==> src/rtl/lcas_pkg.sv <==
// Package for the Life step unit: sizes, register indexes, shared types
// and the B3/S23 rule function. No dependencies.
package lcas_pkg;

  localparam int MAX_WIDTH   = 1024;
  localparam int MAX_HEIGHT  = 1024;
  localparam int COL_W       = $clog2(MAX_WIDTH);
  localparam int ROW_W       = $clog2(MAX_HEIGHT + 2);
  localparam int SIZE_W      = 11;
  localparam int COUNT_W     = 21;
  localparam int GEN_W       = 32;
  localparam int CFG_INDEX_W = 1;

  localparam logic [CFG_INDEX_W-1:0] REG_GRID_WIDTH  = 1'd0;
  localparam logic [CFG_INDEX_W-1:0] REG_GRID_HEIGHT = 1'd1;

  localparam logic [SIZE_W-1:0] RESET_WIDTH  = 11'd800;
  localparam logic [SIZE_W-1:0] RESET_HEIGHT = 11'd500;

  localparam logic [3:0] BIRTH_COUNT   = 4'd3;
  localparam logic [3:0] SURVIVE_COUNT = 4'd2;

  typedef logic [COL_W-1:0]   col_t;
  typedef logic [ROW_W-1:0]   row_t;
  typedef logic [SIZE_W-1:0]  size_t;
  typedef logic [COUNT_W-1:0] count_t;
  typedef logic [GEN_W-1:0]   gen_t;

  // Per-item control word produced by the scan counters.
  typedef struct packed {
    col_t col;
    logic cin;
    logic up_ok;
    logic mid_ok;
    logic row_start;
    logic valid;
    logic last;
  } tag_t;

  typedef struct packed {
    logic   out_valid;
    logic   next_alive;
    logic   out_last;
    count_t live_count;
    gen_t   generation;
  } result_t;

  // Window bit 3*column+row; bit 4 is the center cell.
  function automatic logic life_rule(input logic [8:0] win);
    logic [3:0] n;
    n = '0;
    for (int i = 0; i < 9; i++) begin
      if (i != 4) n = n + 4'(win[4'(i)]);
    end
    return (n == BIRTH_COUNT) || ((n == SURVIVE_COUNT) && win[4]);
  endfunction

endpackage

==> src/rtl/lcas_if.sv <==
// Valid/ready channel interfaces for the Life step unit.
// Depends on lcas_pkg.
interface lcas_in_if;
  import lcas_pkg::*;
  logic valid;
  logic ready;
  logic cell_alive;
  logic flush;
  modport source(output valid, output cell_alive, output flush, input ready);
  modport sink(input valid, input cell_alive, input flush, output ready);
endinterface

interface lcas_out_if;
  import lcas_pkg::*;
  logic   valid;
  logic   ready;
  logic   out_valid;
  logic   next_alive;
  logic   out_last;
  count_t live_count;
  gen_t   generation;
  modport source(output valid, output out_valid, output next_alive, output out_last,
                 output live_count, output generation, input ready);
  modport sink(input valid, input out_valid, input next_alive, input out_last,
               input live_count, input generation, output ready);
endinterface

==> src/rtl/lcas_line_store.sv <==
// Two-bit-wide line store: bit 1 holds the upper row, bit 0 the middle row.
// One registered read port and one write port. Depends on lcas_pkg.
module lcas_line_store (
  input  logic          clk,
  input  logic          rd_en,
  input  lcas_pkg::col_t rd_addr,
  output logic [1:0]    rd_data,
  input  logic          wr_en,
  input  lcas_pkg::col_t wr_addr,
  input  logic [1:0]    wr_data
);
  import lcas_pkg::*;

  logic [1:0] mem [MAX_WIDTH];

  always_ff @(posedge clk) begin
    if (wr_en) mem[wr_addr] <= wr_data;
  end

  always_ff @(posedge clk) begin
    if (rd_en) rd_data <= mem[rd_addr];
  end

endmodule

==> src/rtl/lcas_scan.sv <==
// Size registers and raster position counters of the Life step unit.
// Produces the per-item control word. Depends on lcas_pkg.
module lcas_scan (
  input  logic                               clk,
  input  logic                               rst,
  input  logic                               cfg_write,
  input  logic [lcas_pkg::CFG_INDEX_W-1:0]   cfg_index,
  input  lcas_pkg::size_t                    cfg_data,
  input  logic                               advance,
  input  logic                               cell_alive,
  input  logic                               flush,
  output lcas_pkg::tag_t                     tag,
  output logic                               restart
);
  import lcas_pkg::*;

  size_t          grid_width;
  size_t          grid_height;
  col_t           col;
  row_t           row;
  col_t           col_next;
  row_t           row_next;
  logic [COL_W:0] w_eff;
  row_t           h_eff;
  row_t           h_plus1;
  logic [COL_W:0] col_inc;

  always_comb begin
    if (grid_width == '0) w_eff = (COL_W+1)'(1);
    else if (int'(grid_width) > MAX_WIDTH) w_eff = (COL_W+1)'(MAX_WIDTH);
    else w_eff = (COL_W+1)'(grid_width);

    if (grid_height == '0) h_eff = ROW_W'(1);
    else if (int'(grid_height) > MAX_HEIGHT) h_eff = ROW_W'(MAX_HEIGHT);
    else h_eff = ROW_W'(grid_height);

    h_plus1 = h_eff + ROW_W'(1);
    col_inc = {1'b0, col} + (COL_W+1)'(1);

    tag.col       = col;
    tag.cin       = cell_alive && !flush && (row < h_eff);
    tag.up_ok     = row >= ROW_W'(2);
    tag.mid_ok    = row != '0;
    tag.row_start = col == '0;
    tag.valid     = (row >= ROW_W'(2)) || ((row == ROW_W'(1)) && (col != '0));
    tag.last      = (row == h_plus1) && (col == '0);

    if (tag.last) begin
      col_next = '0;
      row_next = '0;
    end else if (col_inc == w_eff) begin
      col_next = '0;
      row_next = row + ROW_W'(1);
    end else begin
      col_next = col_inc[COL_W-1:0];
      row_next = row;
    end
  end

  assign restart = cfg_write;

  always_ff @(posedge clk) begin
    if (rst) begin
      grid_width  <= RESET_WIDTH;
      grid_height <= RESET_HEIGHT;
      col         <= '0;
      row         <= '0;
    end else if (cfg_write) begin
      case (cfg_index)
        REG_GRID_WIDTH:  grid_width  <= cfg_data;
        REG_GRID_HEIGHT: grid_height <= cfg_data;
        default: ;
      endcase
      col <= '0;
      row <= '0;
    end else if (advance) begin
      col <= col_next;
      row <= row_next;
    end
  end

endmodule

==> src/rtl/lcas_window.sv <==
// 3x3 neighbor window, Life rule evaluation, live and generation counters
// and the output register. Depends on lcas_pkg.
module lcas_window (
  input  logic              clk,
  input  logic              rst,
  input  logic              restart,
  input  logic              go,
  input  lcas_pkg::tag_t    tag,
  input  logic [1:0]        store_data,
  output lcas_pkg::result_t result
);
  import lcas_pkg::*;

  logic [8:0] win;
  logic [8:0] win_next;
  logic [8:0] eval;
  logic [2:0] column;
  logic       nxt;
  count_t     live;
  count_t     live_next;
  gen_t       gen;
  gen_t       gen_next;

  always_comb begin
    column = {tag.cin, tag.mid_ok & store_data[0], tag.up_ok & store_data[1]};
    if (tag.row_start) begin
      // The emitted cell ends its row, so its right column lies outside.
      eval     = {3'b000, win[8:3]};
      win_next = {column, 6'b000000};
    end else begin
      win_next = {column, win[8:3]};
      eval     = win_next;
    end
    nxt       = tag.valid && life_rule(eval);
    live_next = live + COUNT_W'(nxt);
    gen_next  = gen + GEN_W'(tag.last);
  end

  always_ff @(posedge clk) begin
    if (rst) begin
      win  <= '0;
      live <= '0;
      gen  <= '0;
    end else if (restart) begin
      win  <= '0;
      live <= '0;
    end else if (go) begin
      win  <= tag.last ? '0 : win_next;
      live <= tag.last ? '0 : live_next;
      gen  <= gen_next;
    end
  end

  always_ff @(posedge clk) begin
    if (go) begin
      result.out_valid  <= tag.valid;
      result.next_alive <= nxt;
      result.out_last   <= tag.last;
      result.live_count <= live_next;
      result.generation <= gen_next;
    end
  end

endmodule

==> src/rtl/life_cellular_automaton_step_unit.sv <==
// Top level of the Life (B3/S23) streaming step unit.
// Depends on lcas_pkg, lcas_if, lcas_scan, lcas_line_store, lcas_window.
//
//   channel   dir  handshake            payload
//   cells     in   valid/ready          cell_alive, flush
//   results   out  valid/ready          out_valid, next_alive, out_last,
//                                       live_count, generation
//   cfg_*     in   cfg_write (no wait)  cfg_index, cfg_data
//
// One cell transfer per clock is sustained while results are taken; each result
// passes through the line store read and then the output register.
// The line stores sit in one memory read and written back once per cell;
// a cell of a one-wide grid that hits the entry being written in the same
// cycle takes the written value through a one-entry bypass.
// Reset is synchronous and needs no clearing pass: store entries are only
// used after they have been written within the current generation.
// A stall on the result side holds the output register, and the input keeps
// taking cells until the middle stage is also full.
module life_cellular_automaton_step_unit (
  input  logic                             clk,
  input  logic                             rst,
  lcas_in_if.sink                          cells,
  lcas_out_if.source                       results,
  input  logic                             cfg_write,
  input  logic [lcas_pkg::CFG_INDEX_W-1:0] cfg_index,
  input  lcas_pkg::size_t                  cfg_data
);
  import lcas_pkg::*;

  tag_t       tag0;
  tag_t       s1_tag;
  logic       s1_valid;
  logic       s2_valid;
  logic       s1_go;
  logic       accept;
  logic       restart;
  logic [1:0] rd_data;
  logic [1:0] store_data;
  logic [1:0] wr_data;
  logic       fwd_hit;
  logic [1:0] fwd_data;
  result_t    result;

  // The middle stage moves on whenever the output register is free or drains.
  assign s1_go        = s1_valid && (!s2_valid || results.ready);
  assign cells.ready  = !s1_valid || s1_go;
  assign accept       = cells.valid && cells.ready;

  lcas_scan u_scan (
    .clk        (clk),
    .rst        (rst),
    .cfg_write  (cfg_write),
    .cfg_index  (cfg_index),
    .cfg_data   (cfg_data),
    .advance    (accept),
    .cell_alive (cells.cell_alive),
    .flush      (cells.flush),
    .tag        (tag0),
    .restart    (restart)
  );

  // The column is read when the cell transfers and written back when its
  // stage moves on: upper takes the old middle, middle takes the new cell.
  lcas_line_store u_store (
    .clk     (clk),
    .rd_en   (accept),
    .rd_addr (tag0.col),
    .rd_data (rd_data),
    .wr_en   (s1_go),
    .wr_addr (s1_tag.col),
    .wr_data (wr_data)
  );

  assign store_data = fwd_hit ? fwd_data : rd_data;
  assign wr_data    = {store_data[0], s1_tag.cin};

  always_ff @(posedge clk) begin
    if (rst) begin
      s1_valid <= 1'b0;
      s2_valid <= 1'b0;
    end else begin
      if (cells.ready) s1_valid <= cells.valid;
      if (s1_go) s2_valid <= 1'b1;
      else if (results.ready) s2_valid <= 1'b0;
    end
  end

  // The read and a write-back to the same entry in one cycle return stale
  // data, so the written value is captured for the new cell instead.
  always_ff @(posedge clk) begin
    if (accept) begin
      s1_tag   <= tag0;
      fwd_hit  <= s1_go && (s1_tag.col == tag0.col);
      fwd_data <= wr_data;
    end
  end

  lcas_window u_window (
    .clk        (clk),
    .rst        (rst),
    .restart    (restart),
    .go         (s1_go),
    .tag        (s1_tag),
    .store_data (store_data),
    .result     (result)
  );

  assign results.valid      = s2_valid;
  assign results.out_valid  = result.out_valid;
  assign results.next_alive = result.next_alive;
  assign results.out_last   = result.out_last;
  assign results.live_count = result.live_count;
  assign results.generation = result.generation;

endmodule

==> src/flat_wrapper.sv <==
// flat-port wrapper written by rule: the top's interface ports become plain ports
module life_cellular_automaton_step_unit_flat import lcas_pkg::*;
  (clk, rst, cfg_write, cfg_index, cfg_data, cells_valid, cells_cell_alive, cells_flush, cells_ready, results_valid, results_out_valid, results_next_alive, results_out_last, results_live_count, results_generation, results_ready);
  lcas_in_if cells_i ();
  lcas_out_if results_i ();
  input  logic clk;
  input  logic rst;
  input  logic cfg_write;
  input  logic [lcas_pkg::CFG_INDEX_W-1:0] cfg_index;
  input  lcas_pkg::size_t cfg_data;
  input wire logic [$bits(cells_i.valid)-1:0] cells_valid;
  input wire logic [$bits(cells_i.cell_alive)-1:0] cells_cell_alive;
  input wire logic [$bits(cells_i.flush)-1:0] cells_flush;
  output wire logic [$bits(cells_i.ready)-1:0] cells_ready;
  output wire logic [$bits(results_i.valid)-1:0] results_valid;
  output wire logic [$bits(results_i.out_valid)-1:0] results_out_valid;
  output wire logic [$bits(results_i.next_alive)-1:0] results_next_alive;
  output wire logic [$bits(results_i.out_last)-1:0] results_out_last;
  output wire logic [$bits(results_i.live_count)-1:0] results_live_count;
  output wire logic [$bits(results_i.generation)-1:0] results_generation;
  input wire logic [$bits(results_i.ready)-1:0] results_ready;
  assign cells_i.valid = cells_valid;
  assign cells_i.cell_alive = cells_cell_alive;
  assign cells_i.flush = cells_flush;
  assign cells_ready = cells_i.ready;
  assign results_valid = results_i.valid;
  assign results_out_valid = results_i.out_valid;
  assign results_next_alive = results_i.next_alive;
  assign results_out_last = results_i.out_last;
  assign results_live_count = results_i.live_count;
  assign results_generation = results_i.generation;
  assign results_i.ready = results_ready;
  life_cellular_automaton_step_unit u_core (.clk(clk), .rst(rst), .cells(cells_i), .results(results_i), .cfg_write(cfg_write), .cfg_index(cfg_index), .cfg_data(cfg_data));
endmodule
==> config.mk <==
export PLATFORM = sky130hd
export DESIGN_NAME = life_cellular_automaton_step_unit_flat
export DESIGN_NICKNAME = d
export VERILOG_FILES = /design/src/rtl/lcas_pkg.sv /design/src/rtl/lcas_if.sv /design/src/rtl/lcas_line_store.sv /design/src/rtl/lcas_scan.sv /design/src/rtl/lcas_window.sv /design/src/rtl/life_cellular_automaton_step_unit.sv /design/src/flat_wrapper.sv
export SDC_FILE = /design/constraint.sdc
export NUM_CORES = 1
export LEC_CHECK = 0
export BUFFER_PORTS_ARGS = -buffer_cell sky130_fd_sc_hd__buf_2
export CAP_MARGIN = 20
export CORE_ASPECT_RATIO = 0.6
export CORE_MARGIN = 3
export CORE_UTILIZATION = 43
export CTS_CLUSTER_SIZE = 16
export DETAILED_ROUTE_END_ITERATION = 10
export GPL_TIMING_DRIVEN = 0
export SYNTH_ARGS = -nofsm -noshare
export SYNTH_HDL_FRONTEND = slang
export SYNTH_SLANG_ARGS = --single-unit
==> constraint.sdc <==
create_clock -name clk -period 9.3 [get_ports clk]
set_input_delay 1.86 -clock clk [delete_from_list [all_inputs] [get_ports clk]]
set_output_delay 1.86 -clock clk [all_outputs]
set_load 0.01 [all_outputs]
# Yosys cells after proc, flatten, opt, wreduce, memory -nomap -nowiden

Index checks and enable logic that the tools add are counted.

Add/sub/neg operators: 5
Magnitude comparators: 3
Equal/unequal tests: 3
Muxes and demuxes: 11
Bitwise logic cells: 2
Reduce and logical (&&, ||, !) cells: 20

Operators by type and width:

| cell                  | count |
|---|---|
| $mux 11               | 6 |
| $add 32x1->32         | 1 |
| $add 11x1->11 const B | 2 |
| $eq 11x11->1          | 2 |
| $gt 11x11->1 const B  | 2 |
| $logic_not 11->1      | 2 |
| $add 21x1->21         | 1 |
| $mux 21               | 1 |
| $mux 10               | 2 |
| $add 10x1->11 const B | 1 |
| $eq 11x1->1 const B   | 1 |
| $ge 11x2->1 const B   | 1 |
| $logic_not 10->1      | 1 |
| $reduce_bool 10->1    | 1 |
| $reduce_and 2->1      | 4 |
| $logic_and 1x1->1     | 4 |
| $reduce_bool 2->1     | 2 |
| $logic_or 1x1->1      | 3 |
| $logic_not 1->1       | 2 |
| $mux 1                | 2 |
| $not 1->1             | 2 |
| $reduce_or 2->1       | 1 |

Flip-flop bits (word level): 155
Bits of input ports: 19
Output and inout port bits: 58
Logic and storage cells: 58

# Depth between registers and ports, before layout

Gate-level depths: netlist of the first run.

Word-level depth: 8
Depth in mapped cells: 14
Mapped depth without buffers: 12

# Hierarchy

Synthesis of the first run repeated with hierarchy kept, for this count alone.

Cells, all modules: 5769
Area total of the unflattened synthesis: 92970.4 µm²

By module, submodules not included:

| module                            | times used | cells each | area an instance (µm²) | seq. area each (µm²) |
|---|---|---|---|---|
| lcas_line_store                   | 1          | 4793       | 83777.8                | 61559.0 |
| lcas_window                       | 1          | 504        | 5146.2                 | 2712.6 |
| lcas_scan                         | 1          | 426        | 3244.4                 | 860.8 |
| life_cellular_automaton_step_unit | 1          | 46         | 802.0                  | 610.6 |

# Least setup slack after synthesis of the first run

No wires, ideal clock.

Kind: input-to-reg
Start: input port results_ready
End: register u_core.u_window.gen[18]
Library setup time: 0.128 ns
Arrival: 4.585 ns
Data required time: 9.172 ns
Setup slack: 4.587 ns
Stages on the path: 9
Path buffers: 2
Cells stage by stage: nor2b_1 > nand2b_1 > clkbuf_1 > clkinv_1 > nand2b_1 > clkbuf_1 > nor3_1 > xnor2_1 > nor2_1

Longest elaborated chain between the ends: 3

RTL lines:

| item                       | RTL line                                | RTL |
|---|---|---|
| start: declaration         | flat_wrapper.sv:21                      | `input wire logic [$bits(results_i.ready)-1:0] results_ready;` |
| $logic_or 1x1->1           | life_cellular_automaton_step_unit.sv:45 | `assign s1_go = s1_valid && (!s2_valid \|\| results.ready);` |
| $logic_and 1x1->1          | life_cellular_automaton_step_unit.sv:45 |  |
| net u_core.s1_go           | life_cellular_automaton_step_unit.sv:34 | `logic s1_go;` |
| $reduce_and 2->1 (no line) | n/a                                     |  |
| end signal: assignment     | lcas_window.sv:50                       | `gen <= gen_next;` |
| end: declaration           | lcas_window.sv:21                       | `gen_t gen;` |

The timed path passes the listed nets, and every way through them passes these cells.
A chain may end at the register's enable or synchronous reset.

# Worst setup path in the final report of the first run

Start: input port results_ready
End: output port cells_ready

Longest elaborated chain between the ends: 3

RTL lines:

| item              | RTL line                                | RTL |
|---|---|---|
| $logic_or 1x1->1  | life_cellular_automaton_step_unit.sv:45 |  |
| $logic_and 1x1->1 | life_cellular_automaton_step_unit.sv:45 |  |
| $logic_or 1x1->1  | life_cellular_automaton_step_unit.sv:46 | `assign cells.ready = !s1_valid \|\| s1_go;` |
| end: declaration  | flat_wrapper.sv:14                      | `output wire logic [$bits(cells_i.ready)-1:0] cells_ready;` |

No other way between the ends.

==> results of run 1 <==
==> registers in the layout (all words and copies together), names as in the netlist <==
name / flops
u_core.u_scan.grid_height: 11
u_core.s1_valid: 1
u_core.u_scan.grid_width: 11
u_core.u_window.result: 55
u_core.u_scan.row: 11
u_core.results.valid: 1
u_core.u_window.gen: 32
u_core.u_window.live: 21
u_core.s1_tag: 2
u_core.u_scan.col: 10
==> final timing paths <==
check	from	endpoint	slack, ns	cells after the start
max	results_ready	cells_ready	4.94	4
min	u_core.u_scan.grid_width[0]	u_core.u_scan.grid_width[0]	0.46	2
max reg2reg	u_core.u_scan.grid_height[6]	u_core.u_scan.col[6]	5.60	14
min reg2reg	u_core.u_scan.grid_width[0]	u_core.u_scan.grid_width[0]	0.46	2
==> final cells by class <==
cell class,count,area [µm²]
flip-flops and latches,155,3670
clock inverters,14,149
repair buffers,75,390
fillers,1670,8390
multi-input cells,613,3730
inverters,20,76.3
well taps,234,293
plain buffers,54,226
clock buffers,18,429
==> stage by stage <==
step | hold WS (ns) | setup slack [ns] | power, mW | area, µm² | util (%)
detailed placement | 0.451 | 4.61 | 0.841 | 8390 | 48.3
floorplan | 0.433 | 4.59 | 0.802 | 7710 | -
global placement | 0.446 | 3.02 | 0.840 | 8370 | 48.2
CTS | 0.461 | 4.88 | 1.53 | 8970 | 51.7
global route | 0.485 | 4.70 | 1.57 | 8970 | 51.7
finish | 0.463 | 4.94 | 1.52 | 8970 | 51.7
==> synth_stat cells (all sizes together), types with 18 or more instances <==
cell	count
xnor2	47
clkbuf	44
nor2	74
inv	18
nand4	20
nand2	103
a21oi	51
o21ai	23
nor3	21
nand3	52
or3	19
xor2	45
edfxtp	57
dfxtp	98
==> kinds of logic after synthesis <==
family / share of synthesized area [%]
simple gates: 25.0
fa+ha+maj: 1.62
flops: 47.7
mux: 0.130
xor+xnor: 11.0
compound gates: 10.6
buf+inv: 3.91
==> routing by layer <==
metal	vias to the layer above	wire length (µm)	global-route usage [%]
met5	-	0	0
met4	0	260	5.17
met2	194	7070	25.8
met3	25	1360	4.31
met1	3034	10300	32.7
li1	3196	-	-
==> critical path, delay by kind of cell <==
| kind | cells | cell delay (ns) |
|---|---|---|
| and+or+nand+nor | 2 | 0.38 |
| buffers and inverters | 2 | 0.26 |
==> power by group through the flow <==
stage                     Combinational [mW]  Sequential [mW]  Clock (mW)
final                                 0.0938            0.733       0.690
after global routing                   0.104            0.735       0.729
after CTS                             0.0939            0.732       0.700
after detailed placement              0.0936            0.747           0
after global placement                0.0920            0.748           0
after floorplan                       0.0515            0.750           0
==> cell usage in the layout (no fill, tap or decap), types with 10 or more instances in the layout <==
cell         n
a21oi_1     51
a22oi_1     12
buf_2       78
clkbuf_1    45
clkbuf_16   17
dfxtp_1     98
edfxtp_1    57
ha_1        10
inv_1       18
nand2_1    103
nand3_1     52
nand3b_1    11
nand4_1     20
nor2_1      74
nor3_1      21
o21ai_0     23
or3_1       19
xnor2_1     47
xor2_1      45
==> impl_metrics.json, run 1 <==
{
  "synth_top_area_share_pct": 25.5,
  "cts-resized-gates": 0,
  "core_mm2": 0.0174,
  "fin_crit_sh_pct": 46.9,
  "crit_path_max_incr_delay_ns": 0.22,
  "vias": 6449,
  "io_buffer_count": 74,
  "finalSetupViolations": 0,
  "arrival_ns": 2.50,
  "post-cts-setup-buffers": 0,
  "yosysTopAreaCell": "dfxtp_1",
  "clock_skew_ns": 0.0143,
  "max_slew_margin_pct": 52.3,
  "cts_inserted_buffers": 17,
  "critPathLaunchType": "primary input",
  "drt_first_pass_iters": 5,
  "hold_buffers": 0,
  "clkLatencyLatePin_ns": 0.42,
  "drt_iter0_drc": 540,
  "synth_edf_count": 57,
  "viasPerCell": 5.45,
  "syn_nets": 871,
  "seqPwrFrac_pct": 48.3,
  "pwr-share-comb_pct": 6.2,
  "cts_max_path_buffers": 2,
  "clockRootBuffer": "clkbuf_16",
  "grt_overflow": 0,
  "synth_warnings": 0,
  "syn_area_per_cell_um2": 9.15,
  "place_inst": 1151,
  "worstPathRequired_ns": 7.44,
  "routedWlPerCell_um": 16.0,
  "end_kind": "primary output",
  "crit_type": "primary input to primary output",
  "die_y_um": 110,
  "die-area_mm2": 0.0196,
  "hold_path_class": "register to register",
  "cp_cell_sequence": "buf_2, nor2b_1, nand2_1, buf_2",
  "insertedDiodeCount": 0,
  "crit_fanout": 3,
  "synthTopCellsByArea": "dfxtp_1 25%, edfxtp_1 22%, xnor2_1 5.3%",
  "die_w_um": 179,
  "power_density_mw_per_mm2": 169,
  "start_util_pct": 44.4,
  "p_sw_share_pct": 25.3,
  "cts_tree": "yes",
  "ir_drop_v": 0.000139,
  "grt_max_degree": 40,
  "grtUsageTotal_pct": 20.0,
  "antenna_found_initial": 0,
  "ys_ff_latch": 155,
  "min_period_ns": 4.36,
  "grt_pass1_wl_um": 30600,
  "clk_pin_slew_worst_paths_ns": 0.07,
  "yosysUniqueCellTypes": 58,
  "synthFlopType": "dfxtp_1",
  "dpl.hpwl_um": 13700,
  "yosysSeqAreaShare_pct": 47.7,
  "tightest_slew_ns": 0.705,
  "status": "completed",
  "p_clk_share_pct": 45.5,
  "place.gp.congestion": 0.863,
  "io_pins": 77,
  "h-tree-depth": 4,
  "nNetsFinal": 965,
  "p_sw_uw": 384,
  "p_int_mw": 1.13,
  "ys_async_sr_fraction_pct": 0,
  "leakage_nw": 3.25,
  "fmax_mhz": 229,
  "slowest_stage": "nor2b_1",
  "slew_viol_final": 0,
  "rsz0062_at_grt": "no",
  "rows": 37,
  "cap_violations": 0,
  "syn-cell-area_mm2": 0.00771,
  "clkSinkCount": 155,
  "drc": 0,
  "hold_violations": 0,
  "drive_above_1_share_pct": 13.1,
  "grt_pass1_vias": 5759,
  "drtAntennaViolNets": 0,
  "crit_top_cell": "buf_2",
  "finalWirelength_um": 18900,
  "tns_ns": 0,
  "final_cells": 1183,
  "syn_inst": 842,
  "syn_to_final_growth_pct": 16.4
}
No activity file was read; power rests on OpenSTA's default activity.
==> run 2, diff against run 1 <==
==> constraint.sdc (replaced) <==
create_clock -name clk -period 4 [get_ports clk]
set_input_delay 0.8 -clock clk [delete_from_list [all_inputs] [get_ports clk]]
set_output_delay 0.8 -clock clk [all_outputs]
set_load 0.01 [all_outputs]
==> run 2 against run 1 <==
  * Worst setup slack got worse by 4.6 ns
  * Cell count did not move
  * Sequential share of layout area barely moved
  * Utilization barely moved
  * Global-route usage did not move
  * Register-to-register slack got worse by 5.2 ns
  * Die area did not move
  * Count of clock-buffer cells in the layout did not move
  * Final area barely moved
  * Critical path depth rose by 10
  * Total power rose by 130%
  * Largest cell class unchanged
  * Combinational power rose by 130%
  * Critical endpoint is now u_core.u_scan.col[6]
==> impl_metrics.json, run 2 (same netlist as run 1, synthesis figures left out) <==
{
  "ir_drop_v": 0.000321,
  "rr_worst_depth": 14,
  "slew_viol_final": 0,
  "drtAntennaViolNets": 0,
  "die-area_mm2": 0.0196,
  "cts_max_path_buffers": 2,
  "place.gp.congestion": 0.863,
  "insertedDiodeCount": 0,
  "final_common_cell": "nand2_1",
  "post-cts-setup-buffers": 0,
  "worstPathRequired_ns": 4.35,
  "hold_path_class": "register to register",
  "hold_path.startpoint": "u_core.u_scan.grid_width[0]",
  "clock_skew_ns": 0.0139,
  "fmax_mhz": 276,
  "status": "completed",
  "grt_pass1_wl_um": 30600,
  "dr_wl_met2_um": 7100,
  "drt_iter0_drc": 501,
  "top_regs": "u_core.u_window.result x55, u_core.u_window.gen x32, u_core.u_window.live x21",
  "critPathLaunchType": "register",
  "p_sw_share_pct": 25.3,
  "timing.rr.end": "u_core.u_scan.col[6]",
  "finalSetupViolations": 0,
  "r2r_slack_ns": 0.37,
  "slowest_stage": "clkbuf_1",
  "clk_pin_slew_worst_paths_ns": 0.07,
  "wl_met3_um": 1310,
  "p_sw_uw": 892,
  "design_area_mm2": 0.00898,
  "grtUsageTotal_pct": 20.0,
  "nNetsFinal": 965,
  "grt_overflow": 0,
  "leakage_nw": 3.25,
  "crit_fanout": 10,
  "end_kind": "register",
  "grt_max_degree": 40,
  "p_int_mw": 2.63,
  "cts_tree": "yes",
  "viasPerCell": 5.45,
  "clkLatencyLatePin_ns": 0.42,
  "grt_pass1_vias": 5759,
  "hold_path_end": "u_core.u_scan.grid_width[0]",
  "drive_above_1_share_pct": 13.3,
  "die_y_um": 110,
  "drt_first_pass_iters": 5,
  "cap_violations": 0,
  "crit_type": "register to register",
  "cp_cell_sequence": "nor4_1, a31oi_1, nor2_1, ha_1, nand2_1, nor4_2, or3_1, a21oi_1, o32a_1, nand4_1, buf_2, clkbuf_1, nand4_1, o211ai_1",
  "io_buffer_count": 74,
  "drc": 0,
  "h-tree-depth": 4,
  "fin_crit_sh_pct": 90.7,
  "hold_violations": 0,
  "pwr-share-comb_pct": 6.2,
  "clkSinkCount": 155,
  "die_w_um": 179,
  "routedWlPerCell_um": 16.1,
  "crit_path_max_incr_delay_ns": 0.44,
  "start_util_pct": 44.4,
  "tightest_slew_ns": 0.705,
  "postPlaceCellArea_mm2": 0.00839,
  "utilization_pct": 51.7,
  "dpl.hpwl_um": 13700,
  "met1_length_um": 10300,
  "critical_path.top_delay_family": "simple AND/OR/NAND/NOR gates",
  "crit_top_cell": "nand4_1",
  "vias": 6443,
  "clockRootBuffer": "clkbuf_16",
  "report.power.total_mw": 3.53,
  "antenna_found_initial": 0,
  "core_mm2": 0.0174,
  "finalWirelength_um": 19000,
  "min_period_ns": 3.63,
  "cts_inserted_buffers": 17,
  "syn_to_final_growth_pct": 16.5,
  "p_clk_share_pct": 45.5,
  "top_layer": "met4",
  "rows": 37,
  "max_slew_margin_pct": 52.3,
  "critPathBufInv": 2,
  "hold_depth": 2,
  "tns_ns": 0,
  "hold_buffers": 0,
  "largest_register_ffs": 55,
  "fillers": 1671,
  "arrival_ns": 3.97,
  "regMostFlops": "u_core.u_window.result",
  "rsz0062_at_grt": "no",
  "seqPwrFrac_pct": 48.3,
  "layout_common_cells": "103 x nand2_1, 98 x dfxtp_1, 78 x buf_2, 74 x nor2_1, 57 x edfxtp_1",
  "r2r-start": "u_core.u_scan.grid_height[6]",
  "power_density_mw_per_mm2": 393,
  "io_pins": 77
}
run 2: routing by layer:
| metal | track usage, % | vias to the layer above |
|---|---|---|
| li1 | - | 3189 |
| met1 | 32.7 | 3044 |
| met2 | 25.8 | 187 |
| met3 | 4.31 | 23 |
| met4 | 5.17 | 0 |
| met5 | 0 | - |
run 2: worst max path at each step:
stage | from | end | depth (start not counted)
after floorplan | results_ready | u_core.u_window.gen[18] | 9
after global placement | results_ready | u_core.u_window.gen[18] | 10
after detailed placement | results_ready | u_core.u_window.gen[18] | 11
after CTS | u_core.u_scan.grid_height[6] | u_core.u_scan.col[6] | 14
after global routing | u_core.u_scan.grid_height[6] | u_core.u_scan.col[6] | 14
final | u_core.u_scan.grid_height[6] | u_core.u_scan.col[6] | 14
run 2: area by class of cell:
cell class	instances	area (µm²)	area share [%]
Sequential cell	155	3670	40.9
Clock inverter	14	149	1.66
Multi-Input combinational cell	613	3740	41.6
Clock buffer	18	429	4.78
Timing Repair Buffer	75	390	4.35
Inverter	20	76.3	0.850
Tap cell	234	293	3.26
Buffer	54	228	2.54
run 2: power by group through the flow:
| stage | registers, mW | clock network [mW] | logic, mW |
|---|---|---|---|
| final | 1.70 | 1.60 | 0.219 |
| after global routing | 1.71 | 1.70 | 0.243 |
| after CTS | 1.70 | 1.63 | 0.218 |
| after detailed placement | 1.74 | 0 | 0.218 |
| after global placement | 1.74 | 0 | 0.214 |
| after floorplan | 1.74 | 0 | 0.120 |
run 2: worst reg2reg max path, delay by kind of cell (launching register included):
| kind | cells | cell delay, ns |
|---|---|---|
| AOI/OAI and AO/OA | 4 | 0.78 |
| DFF | 1 | 0.43 |
| and+or+nand+nor | 7 | 1.41 |
| adders and majority gates | 1 | 0.27 |
| buffers and inverters | 2 | 0.68 |
run 2: through the flow:
step	instances	hold slack (ns)	setup slack, ns
6_report	1183	0.463	0.372
3_3_place_gp	1150	0.446	-1.22
3_5_place_dp	1151	0.451	0.368
4_1_cts	1183	0.461	0.378
5_1_grt	1183	0.485	0.110
2_1_floorplan	842	0.433	0.347
run 2: repair_timing:
| action | in CTS | in global routing |
|---|---|---|
| gates resized for setup | 0 | 3 |
| setup endpoints to repair | 0 | 2 |
| endpoints found under the hold margin | 0 | 0 |
==> run 3, diff against run 2 <==
--- a/config.mk
+++ b/config.mk
@@ -10,6 +10,7 @@
 export CORE_ASPECT_RATIO = 0.6
 export CORE_MARGIN = 3
 export CORE_UTILIZATION = 43
+export CTS_CLUSTER_DIAMETER = 150
 export CTS_CLUSTER_SIZE = 16
 export DETAILED_ROUTE_END_ITERATION = 10
 export GPL_TIMING_DRIVEN = 0
==> constraint.sdc (replaced) <==
create_clock -name clk -period 3.2 [get_ports clk]
set_input_delay 0.48 -clock clk [delete_from_list [all_inputs] [get_ports clk]]
set_output_delay 0.48 -clock clk [all_outputs]
set_load 0.01 [all_outputs]
==> run 3 against run 2 <==
  * Final area is 2.4% higher
  * Register-to-register slack worse by 0.33 ns
  * Global-route usage is 0.55 points lower
  * Sequential power is 25% higher
  * Combinational power is 28% higher
  * Fmax is 15% higher
==> impl_metrics.json, run 3 (same netlist as run 1, synthesis figures left out) <==
{
  "layout_common_cells": "102 x nand2_1, 93 x dfxtp_1, 77 x buf_2, 73 x nor2_1, 57 x edfxtp_1",
  "fin_crit_sh_pct": 98.6,
  "tns_ns": 0,
  "io_buffer_count": 74,
  "rsz0062_at_grt": "yes",
  "seqPwrFrac_pct": 48.2,
  "pwr-share-comb_pct": 6.4,
  "drt_first_pass_iters": 5,
  "top_regs": "u_core.u_window.result x55, u_core.u_window.gen x32, u_core.u_window.live x21",
  "tightest_slew_ns": 0.780,
  "antenna_found_initial": 0,
  "hold_buffers": 0,
  "leakage_nw": 3.36,
  "cap_violations": 0,
  "min_period_ns": 3.16,
  "syn_to_final_growth_pct": 19.3,
  "power_density_mw_per_mm2": 481,
  "hold_violations": 0,
  "h-tree-depth": 4,
  "vias": 6425,
  "slew_viol_final": 0,
  "finalSetupViolations": 0,
  "clk_pin_slew_worst_paths_ns": 0.07,
  "max_slew_margin_pct": 47.8,
  "hold_path_class": "primary input to register",
  "arrival_ns": 3.49,
  "rows": 37,
  "critPathLaunchType": "register",
  "nNetsFinal": 970,
  "end_kind": "register",
  "fmax_mhz": 317,
  "grt_pass1_vias": 5548,
  "cts_tree": "yes",
  "whs_ns": 0.307,
  "dpl.hpwl_um": 13200,
  "die-area_mm2": 0.0196,
  "grt_overflow": 0,
  "p_sw_mw": 1.12,
  "drtAntennaViolNets": 0,
  "insertedDiodeCount": 0,
  "utilization_pct": 53.0,
  "place_inst": 1150,
  "rr_worst_depth": 13,
  "place.gp.congestion": 0.853,
  "die_y_um": 110,
  "final_cells": 1188,
  "design_area_mm2": 0.00920,
  "ir_drop_v": 0.000366,
  "setup_slack_ns": 0.0445,
  "clkSinkCount": 155,
  "drive_above_1_share_pct": 16.4,
  "finalWirelength_um": 18900,
  "grtUsageTotal_pct": 19.5,
  "clock_skew_ns": 0.0135,
  "regMostFlops": "u_core.u_window.result",
  "drc": 0,
  "clockRootBuffer": "clkbuf_16",
  "status": "completed",
  "largest_register_ffs": 55,
  "io_pins": 77,
  "fillers": 1607,
  "cts_inserted_buffers": 17,
  "cts_max_path_buffers": 2,
  "drt_iter0_drc": 589,
  "p_sw_share_pct": 25.3,
  "crit_end": "u_core.u_scan.row[10]",
  "report.power.total_mw": 4.42,
  "final_common_cell": "nand2_1",
  "grt_max_degree": 65,
  "r2r_slack_ns": 0.04,
  "cp-startpoint": "u_core.u_scan.grid_height[6]",
  "start_util_pct": 44.4,
  "crit_type": "register to register",
  "p_clk_share_pct": 45.5,
  "viasPerCell": 5.41,
  "crit_fanout": 6,
  "r2r-start": "u_core.u_scan.grid_height[6]",
  "grt_pass1_wl_um": 29700,
  "die_w_um": 179,
  "worstPathRequired_ns": 3.53,
  "p_int_mw": 3.30,
  "timing.rr.end": "u_core.u_scan.row[10]",
  "core_mm2": 0.0174,
  "pre_cts_ws_ns": -0.582,
  "postPlaceCellArea_mm2": 0.00837,
  "routedWlPerCell_um": 15.9,
  "clkLatencyLatePin_ns": 0.42
}
-- run 3: changes by cell type in the layout (fill, tap and decap cells not counted), sizes merged --
cell,delta
buf,+5
clkinv,-1
bufinv,+1
-- run 3: final cells by class --
class / count / area (µm²) / area share, %
flip-flops and latches: 155 / 3690 / 40.1
repair buffers: 81 / 427 / 4.64
inverters: 20 / 88.8 / 0.966
multi-input cells: 613 / 3880 / 42.2
clock inverters: 14 / 151 / 1.65
plain buffers: 53 / 243 / 2.64
clock buffers: 18 / 429 / 4.67
well taps: 234 / 293 / 3.18
-- run 3: critical path: stages, from the launching register on --
cell and delay, ns:
dfxtp_4 0.38, nor4_4 0.35, a31oi_4 0.14, nor2_2 0.12
ha_2 0.22, nand2_2 0.08, nor4_4 0.34, or3_1 0.18
a21oi_2 0.05, o32a_1 0.28, nand4_1 0.19, buf_6 0.15
or4b_1 0.44, a31oi_1 0.15
-- run 3: how the worst min path moves through the flow --
stage,from,to,slack [ns],cells after the start
2_1_floorplan,u_core.s1_tag[1],u_core.u_window.result[54],0.43,0
3_3_place_gp,u_core.u_scan.grid_width[0],u_core.u_scan.grid_width[0],0.45,2
3_5_place_dp,u_core.s1_tag[1],u_core.u_window.result[54],0.45,0
4_1_cts,cfg_data[6],u_core.u_scan.grid_height[6],0.29,3
5_1_grt,cfg_data[2],u_core.u_scan.grid_height[2],0.31,3
6_report,cfg_data[6],u_core.u_scan.grid_height[6],0.31,3
-- run 3: metal layers --
layer / vias to the layer above / GRT usage (%) / share of wire, %
met4: 0 / 4.56 / 0.75
li1: 3208 / - / -
met5: - / 0 / 0
met1: 3032 / 31.9 / 55
met2: 168 / 25.9 / 39
met3: 17 / 3.38 / 5.4
-- run 3: what timing repair did --
action	in CTS	in global routing
endpoints found under the setup margin	39	32
pin swaps	1	10
cloned	0	1
resized for setup	18	28
hold endpoints to repair	0	0
setup buffers	0	6
-- run 3: power by group through the flow --
stage	Clock, mW	Sequential, mW	Combinational [mW]
6_report	2.01	2.13	0.281
5_1_grt	2.13	2.13	0.312
4_1_cts	2.04	2.13	0.273
3_5_place_dp	0	2.17	0.269
3_3_place_gp	0	2.17	0.267
2_1_floorplan	0	2.18	0.150
